### src/ssalu_pkg.sv
// Package with the types, codes and constants of the saturating signed ALU.
package ssalu_pkg;

  localparam int DATA_W = 16;
  localparam int PROD_W = 2 * DATA_W;
  localparam int DIV_STAGES = 4;
  localparam int STEPS_PER_STAGE = DATA_W / DIV_STAGES;
  localparam int LATENCY = DIV_STAGES + 3;

  typedef logic signed [DATA_W-1:0] word_t;
  typedef logic [DATA_W-1:0] mag_t;
  typedef logic signed [PROD_W-1:0] prod_t;

  localparam word_t WORD_MAX = word_t'(16'sh7FFF);
  localparam word_t WORD_MIN = word_t'(16'sh8000);
  localparam word_t WORD_NEG_ONE = word_t'(16'shFFFF);

  typedef enum logic [2:0] {
    OP_ADD = 3'd0,
    OP_SUB = 3'd1,
    OP_NEG = 3'd2,
    OP_MUL = 3'd3,
    OP_DIV = 3'd4,
    OP_REM = 3'd5
  } op_t;

  typedef enum logic [1:0] {
    ST_OK      = 2'd0,
    ST_HIGH    = 2'd1,
    ST_LOW     = 2'd2,
    ST_DIVZERO = 2'd3
  } status_t;

endpackage

### src/saturating_signed_alu.sv
// Top level of the pipelined saturating 16-bit signed ALU.

// One beat enters at every clock edge where start is high; busy is always low, so the block
// never refuses a beat. Each beat leaves as one cycle of done with result and status; the
// receiver cannot stall and nothing inside ever waits. The latency is set by the divider, a
// restoring divider cut into four stages of four quotient bits each, placed after an input
// register and an operand stage (add, subtract, negate, multiply, divisor and dividend
// magnitudes) and before a final stage that saturates the product and fixes the sign of
// quotient or remainder. All operations share the same latency, so results come out in the
// order the beats went in.
module saturating_signed_alu (
  input  logic                  clk,
  input  logic                  rst,
  input  logic                  start,
  output logic                  busy,
  input  logic [2:0]            func,
  input  ssalu_pkg::word_t      operand_a,
  input  ssalu_pkg::word_t      operand_b,
  output logic                  done,
  output ssalu_pkg::word_t      result,
  output logic [1:0]            status
);
  import ssalu_pkg::*;

  typedef struct packed {
    word_t   v;
    status_t st;
  } sat_t;

  typedef struct packed {
    op_t     func;
    word_t   arith;
    status_t arith_st;
    prod_t   prod;
    logic    divz;
    logic    minneg;
    logic    qneg;
    logic    rneg;
    mag_t    rem;
    mag_t    dq;
    mag_t    dvs;
  } pipe_t;

  function automatic sat_t sat_sum(input logic signed [DATA_W:0] s);
    sat_t r;
    if (s[DATA_W] == s[DATA_W-1]) begin
      r.v = s[DATA_W-1:0];
      r.st = ST_OK;
    end else if (!s[DATA_W]) begin
      r.v = WORD_MAX;
      r.st = ST_HIGH;
    end else begin
      r.v = WORD_MIN;
      r.st = ST_LOW;
    end
    return r;
  endfunction

  function automatic sat_t sat_prod(input prod_t p);
    sat_t r;
    if (p > PROD_W'(WORD_MAX)) begin
      r.v = WORD_MAX;
      r.st = ST_HIGH;
    end else if (p < PROD_W'(WORD_MIN)) begin
      r.v = WORD_MIN;
      r.st = ST_LOW;
    end else begin
      r.v = p[DATA_W-1:0];
      r.st = ST_OK;
    end
    return r;
  endfunction

  logic                    in_vld;
  op_t                     in_func;
  word_t                   in_a;
  word_t                   in_b;

  logic                    vld [DIV_STAGES+1];
  pipe_t                   stg [DIV_STAGES+1];
  pipe_t                   stg0_next;
  pipe_t                   div_next [DIV_STAGES];
  logic [DATA_W:0]         rem_sh;
  logic [DATA_W:0]         rem_diff;

  logic signed [DATA_W:0]  ext_a;
  logic signed [DATA_W:0]  ext_b;
  logic signed [DATA_W:0]  raw_sum;
  sat_t                    arith_sat;
  sat_t                    prod_sat;
  sat_t                    fin;
  mag_t                    quo;

  assign busy = 1'b0;

  always_ff @(posedge clk) begin
    if (rst) begin
      in_vld <= 1'b0;
    end else begin
      in_vld <= start;
    end
    in_func <= op_t'(func);
    in_a <= operand_a;
    in_b <= operand_b;
  end

  assign ext_a = {in_a[DATA_W-1], in_a};
  assign ext_b = {in_b[DATA_W-1], in_b};

  always_comb begin
    unique case (in_func)
      OP_ADD:  raw_sum = ext_a + ext_b;
      OP_SUB:  raw_sum = ext_a - ext_b;
      default: raw_sum = (DATA_W+1)'(0) - ext_a;
    endcase
    arith_sat = sat_sum(raw_sum);
    stg0_next.func = in_func;
    stg0_next.arith = arith_sat.v;
    stg0_next.arith_st = arith_sat.st;
    stg0_next.prod = prod_t'(in_a) * prod_t'(in_b);
    stg0_next.divz = (in_b == '0);
    stg0_next.minneg = (in_a == WORD_MIN) && (in_b == WORD_NEG_ONE);
    stg0_next.qneg = in_a[DATA_W-1] ^ in_b[DATA_W-1];
    stg0_next.rneg = in_a[DATA_W-1];
    stg0_next.rem = '0;
    stg0_next.dq = in_a[DATA_W-1] ? mag_t'(-in_a) : mag_t'(in_a);
    stg0_next.dvs = in_b[DATA_W-1] ? mag_t'(-in_b) : mag_t'(in_b);
  end

  always_comb begin
    rem_sh = '0;
    rem_diff = '0;
    for (int k = 0; k < DIV_STAGES; k++) begin
      div_next[k] = stg[k];
      for (int j = 0; j < STEPS_PER_STAGE; j++) begin
        rem_sh = {div_next[k].rem, div_next[k].dq[DATA_W-1]};
        rem_diff = rem_sh - {1'b0, div_next[k].dvs};
        if (!rem_diff[DATA_W]) begin
          div_next[k].rem = rem_diff[DATA_W-1:0];
          div_next[k].dq = {div_next[k].dq[DATA_W-2:0], 1'b1};
        end else begin
          div_next[k].rem = rem_sh[DATA_W-1:0];
          div_next[k].dq = {div_next[k].dq[DATA_W-2:0], 1'b0};
        end
      end
    end
  end

  always_ff @(posedge clk) begin
    if (rst) begin
      for (int k = 0; k <= DIV_STAGES; k++) begin
        vld[k] <= 1'b0;
      end
    end else begin
      vld[0] <= in_vld;
      for (int k = 0; k < DIV_STAGES; k++) begin
        vld[k+1] <= vld[k];
      end
    end
    stg[0] <= stg0_next;
    for (int k = 0; k < DIV_STAGES; k++) begin
      stg[k+1] <= div_next[k];
    end
  end

  assign prod_sat = sat_prod(stg[DIV_STAGES].prod);
  assign quo = stg[DIV_STAGES].dq;

  always_comb begin
    fin.v = '0;
    fin.st = ST_OK;
    unique case (stg[DIV_STAGES].func)
      OP_ADD, OP_SUB, OP_NEG: begin
        fin.v = stg[DIV_STAGES].arith;
        fin.st = stg[DIV_STAGES].arith_st;
      end
      OP_MUL: begin
        fin = prod_sat;
      end
      OP_DIV, OP_REM: begin
        if (stg[DIV_STAGES].divz) begin
          fin.v = '0;
          fin.st = ST_DIVZERO;
        end else if (stg[DIV_STAGES].minneg) begin
          fin.v = WORD_MIN;
          fin.st = ST_LOW;
        end else if (stg[DIV_STAGES].func == OP_DIV) begin
          fin.v = stg[DIV_STAGES].qneg ? word_t'(-quo) : word_t'(quo);
        end else begin
          fin.v = stg[DIV_STAGES].rneg ? word_t'(-stg[DIV_STAGES].rem)
                                       : word_t'(stg[DIV_STAGES].rem);
        end
      end
      default: begin
        fin.v = '0;
        fin.st = ST_OK;
      end
    endcase
  end

  always_ff @(posedge clk) begin
    if (rst) begin
      done <= 1'b0;
    end else begin
      done <= vld[DIV_STAGES];
    end
    result <= fin.v;
    status <= fin.st;
  end

  a_latency: assert property (@(posedge clk) disable iff (rst)
    start |-> ##LATENCY done)
    else $error("A beat did not leave after the pipeline latency.");

  a_high_is_max: assert property (@(posedge clk) disable iff (rst)
    (done && status == ST_HIGH) |-> result == WORD_MAX)
    else $error("High saturation without the maximum value.");

  a_low_is_min: assert property (@(posedge clk) disable iff (rst)
    (done && status == ST_LOW) |-> result == WORD_MIN)
    else $error("Low saturation or range error without the minimum value.");

  a_divzero_clear: assert property (@(posedge clk) disable iff (rst)
    (done && status == ST_DIVZERO) |-> result == '0)
    else $error("Division by zero with a nonzero result.");

endmodule
### config.mk
export PLATFORM = sky130hd
export DESIGN_NAME = saturating_signed_alu
export DESIGN_NICKNAME = d
export VERILOG_FILES = /design/src/ssalu_pkg.sv /design/src/saturating_signed_alu.sv
export SDC_FILE = /design/constraint.sdc
export NUM_CORES = 2
export LEC_CHECK = 0
export BUFFER_PORTS_ARGS = -buffer_cell sky130_fd_sc_hd__buf_2
export CAP_MARGIN = 0
export CORE_ASPECT_RATIO = 2
export CORE_MARGIN = 2
export CORE_UTILIZATION = 50
export DETAILED_ROUTE_END_ITERATION = 10
export PLACE_DENSITY = 0.66
export SLEW_MARGIN = 5
export SYNTH_ARGS = -nofsm -noshare
export SYNTH_HDL_FRONTEND = slang
export SYNTH_SLANG_ARGS = --single-unit
### constraint.sdc
create_clock -name clk -period 14.3 [get_ports clk]
set_input_delay 1.43 -clock clk [delete_from_list [all_inputs] [get_ports clk]]
set_output_delay 1.43 -clock clk [all_outputs]
set_load 0.01 [all_outputs]
* Word-level counts from Yosys, hierarchy flattened
Memories as Yosys holds them, arrays and structs flattened. A register that Yosys moved wholly into a read port is not among the register bits.
Cells that the tools add are included.
** Storage, ports and cells
- Flip-flop bits (word level) :: 54
- Latch bits :: 0
- Bits in writable memories :: 530
- ROM bits :: 0
- Bits of input ports :: 38
- Output and inout port bits :: 20
- Logic and storage cells :: 93
- Memories :: 2
** Memory list
- stg :: depth 5, bits a word 105, read ports 5, clocked after memory_dff 0, write ports 5, RTL line saturating_signed_alu.sv:80 : pipe_t stg [DIV_STAGES+1];
- vld :: depth 5, bits a word 1, read ports 5, clocked after memory_dff 1, write ports 5, RTL line saturating_signed_alu.sv:79 : logic vld [DIV_STAGES+1];
** Operators by class
- Add/sub/neg operators :: 23
- Multiply operators :: 1
- Divide/modulo/power cells :: 0
- Magnitude comparators :: 2
- Eq/ne operators :: 9
- Shifts and indexed selects :: 0
- Multiplexer cells :: 38
- Bitwise gates (word level) :: 6
- Reductions and logical operators :: 6
** Operator list (number)
- two-way mux 32 bit :: 16
- subtractor 17 x 16 -> 17 bit :: 16
- two-way mux 16 bit :: 6
- two-way mux 18 bit :: 5
- negator 16 bit :: 4
- case mux 18 bit (3 select lines) :: 1
- case mux 17 bit (2 select lines) :: 1
- greater-than comparator 32 x 16 -> 1 bit (second input constant) :: 1
- less-than comparator 32 x 16 -> 1 bit (second input constant) :: 1
- multiplier 16 x 16 -> 32 bit :: 1
- adder 16 x 16 -> 17 bit :: 1
- subtractor 1 x 16 -> 17 bit (first input constant) :: 1
- subtractor 16 x 16 -> 17 bit :: 1
- equality test 16 x 1 -> 1 bit (second input constant) :: 1
- equality test 16 bit (second input constant) :: 1
- zero test 16 bit :: 1
- two-way mux 1 bit :: 8
- equality test 3 x 1 -> 1 bit (second input constant) :: 2
- equality test 3 x 2 -> 1 bit (second input constant) :: 2
- equality test 3 bit (second input constant) :: 2
- zero test 3 bit :: 2
- bitwise OR 1 bit :: 5
- OR reduction 3 bit :: 1
- two-way mux 2 bit :: 1
- other kinds (4) :: 4

* Longest topological paths before layout
An unclocked memory read counts as a cell.
- Depth in word-level cells :: 9
- Mapped depth :: 56
- Depth with buffers taken out :: 50

* Least setup slack after synthesis
No wires, ideal clock.
- Path type :: register to register
- Start :: memory stg[0][211] in the netlist's numbering
- End :: memory stg[0][355] in the netlist's numbering
- Arrival :: 10.742 ns
- Required time :: 14.177 ns
- Setup slack :: 3.434 ns
- Stages on the path, launching flop included :: 50
- Cells stage by stage :: dfxtp_1 > inv_1 > fa_1 > a211oi_1 > nor2_1 > o211ai_2 > a31oi_1 > o41ai_2 > xnor2_2 > clkbuf_1 > nand2_1 > o21ai_0 > inv_1 > fa_1 > nor2b_1 > o21ai_0 > a21oi_1 > o221ai_1 > (+14 left out) > nor2_1 > a211oi_1 > nor2_1 > clkbuf_1 > a22oi_1 > o31ai_2 > ha_1 > a21boi_0 > o21ai_1 > a21oi_1 > a41o_1 > o41ai_1 > o21ai_0 > a21o_1 > a21oi_1 > xnor2_4 > buf_6 > mux2_1
** RTL lines (RTL line)
- start: declaration :: saturating_signed_alu.sv:80

==> results.txt <==
Clock buffer count from CTS: 49
Area leader, netlist: dfxtp_1
N_diodes: 0
Top cell type's share of synthesized area: 0.286
Drt total wl: 99500 um
Worst Tran Pin Value: 1.22 ns
Worst Setup End Kind: flip-flop
Die height: 397 um
Global-route wire length before repair: 158000 um
Drt first pass iters: 5
Top FF cell, synth: dfxtp_1
Number of clock sinks: 553
Vias in the first global route: 31200
Via/cell ratio: 5.50
Final setup viols: 0
Wire per inst: 18.7 um
DRT iter0 DRCs: 986
Max Buffers Root-to-Sink: 3
Final period utilization: 0.905
Core Area: 76800 sq um
CP most frequent cell: a21oi_1
Synth top cells by count: dfxtp_1, inv_1, nand2_1
FILL cells: 7043
Maximum clock rate: 0.0773 GHz
Worst Path Class, Setup: flip-flop to flip-flop
Overall Global Routing Usage: 0.252
Post-DP Area: 40100 sq um
CTS clk-pin slew, worst paths: 0.07 ns
Post-CTS Setup Bufs: 0
Status: finished clean
Post-CTS resize count: 0
Io pins: 58
Die Span X: 201 um
Detail Placement HPWL: 80500 um
RSZ-0062 raised after global routing: false
Final ANT Viol Nets: 0
TritonCTS clock tree: built
Die area: 79700 sq um
Initial cell density of the core: 0.504
Largest net degree at the start of global routing: 40
RePlAce Congestion: 0.930
Register area share after synthesis: 0.286
Critical path startpoint category: flip-flop
Count of cell types in the netlist: 103
DR DRC count: 0
Crit-path slowest cell: xnor2_4
Routed vias: 29300
Critical path fanouts, max: 26
Overflow left after global routing: 0
Leading cell type by number of instances after synthesis: dfxtp_1
Post-synth ARST share: 0
Synth-to-Final Area Change: 8.42%
# nets final: 4932
CTS hold repair buffers: 0
Final hold vios: 0
Flops & latches, synth: 553
CP peak stage delay: 0.71 ns
Synth Warn #: 0
Post-synth EDFFs: 0
# rows: 144
H-tree Lvls: 2
Max-Slew Margin vs Limit: 0.189
Post-Synthesis Cell Area: 38700 sq um
Initial antenna violation count: 2
Clk Latency, worst-skew pair: 0.64 ns
Worst clock skew: 0.0588 ns
Fin crit period: 12.94 ns
Ratio of cells with drive above 1 in the final layout: 0.0764
Avg Cell Area, Syn: 9.12 sq um
Clock root buffer: clkbuf_16
Cells after Synth: 4239
Worst Hold Class: flip-flop to flip-flop
Crit path DAT: 13.41 ns
MaxCap Viol Count: 0
Ranking of synthesized cells by area: dfxtp_1, fa_1, ha_1
Final instance area: 41900 sq um
Final max-slew violation count: 0
TNS Setup: 0 ns
I/O Buffers: 56
Critical Path RT: 14.77 ns
==> sequential cells by signal, indices dropped and copies added (netlist names) <==
register,cells
in_b,16
vld,5
in_a,16
in_func,3
stg,493
in_vld,1
result,16
status,2
done,1
==> path summary, 6_finish.rpt <==
check / startpoint / endpoint / slack, ns / depth (start not counted)
max reg2reg: stg[0][106] / stg[0][243] / 1.36 / 47
min: stg[0][98] / stg[0][203] / 0.28 / 0
min reg2reg: stg[0][98] / stg[0][203] / 0.28 / 0
max: stg[0][106] / stg[0][243] / 1.36 / 47
==> per-stage QoR <==
stage               setup WS (ns)  hold slack, ns  cells   util
floorplan                    3.43           0.310   4246      -
global placement             1.65           0.310   5240  0.523
detailed placement           1.51           0.312   5240  0.523
CTS                          1.46           0.266   5330  0.546
global route                0.198           0.274   5330  0.546
finish                       1.36           0.279   5330  0.546
==> critical path: cells and delay by family, from the launching register on <==
| family | cells | cell delay, ns |
|---|---|---|
| AOI/OAI and AO/OA | 26 | 5.97 |
| adders and majority gates | 4 | 1.71 |
| buffers and inverters | 6 | 1.57 |
| and+or+nand+nor | 6 | 1.18 |
| xor gates and xnor gates | 3 | 1.11 |
| muxes | 2 | 0.66 |
| DFF | 1 | 0.54 |
==> kinds of logic (layout without fill, tap and decap cells) <==
family | count (synthesis) | count (layout) | synth area share
and+or+nand+nor | 1149 | 1149 | 0.142
other | 1 | 8 | 0.0000970
xor gates and xnor gates | 314 | 314 | 0.0735
buffers and inverters | 596 | 658 | 0.0592
DFF | 553 | 553 | 0.286
adders and majority gates | 639 | 639 | 0.260
muxes | 132 | 132 | 0.0371
AOI/OAI and AO/OA | 855 | 855 | 0.142
==> routing by layer <==
layer	wire length, um	track usage	part of all wire	up-vias
met1	32300	0.220	0.32	14100
met2	56300	0.519	0.57	596
met4	8480	0.190	0.085	0
met5	0	0	0	-
li1	-	-	-	14300
met3	2420	0.0218	0.024	359
==> cell usage in the layout (no fill, tap or decap), types with 45 or more instances in the layout <==
| master | instances |
|---|---|
| buf_2 | 56 |
| o21ai_0 | 203 |
| dfxtp_1 | 553 |
| mux2i_1 | 53 |
| buf_4 | 45 |
| fa_1 | 278 |
| a21o_1 | 69 |
| o21a_1 | 45 |
| ha_1 | 347 |
| xor2_1 | 126 |
| xnor2_1 | 174 |
| mux2_2 | 62 |
| clkbuf_16 | 49 |
| nor2b_1 | 62 |
| nand2_1 | 435 |
| nand2b_1 | 59 |
| inv_1 | 463 |
| and2_1 | 106 |
| nor2_1 | 252 |
| a21oi_1 | 240 |
==> cell type report <==
class	count	area, sq um	area share
repair buffers	101	618	0.0147
clock buffers	59	1340	0.0320
multi-input cells	3097	25400	0.606
well taps	1022	1280	0.0305
flip-flops and latches	553	11100	0.264
inverters	467	1750	0.0418
clock inverters	31	477	0.0114
Power is left out: the tool's default activity adds up to more than one toggle a clock period on the data nets, which glitch-free logic cannot reach.
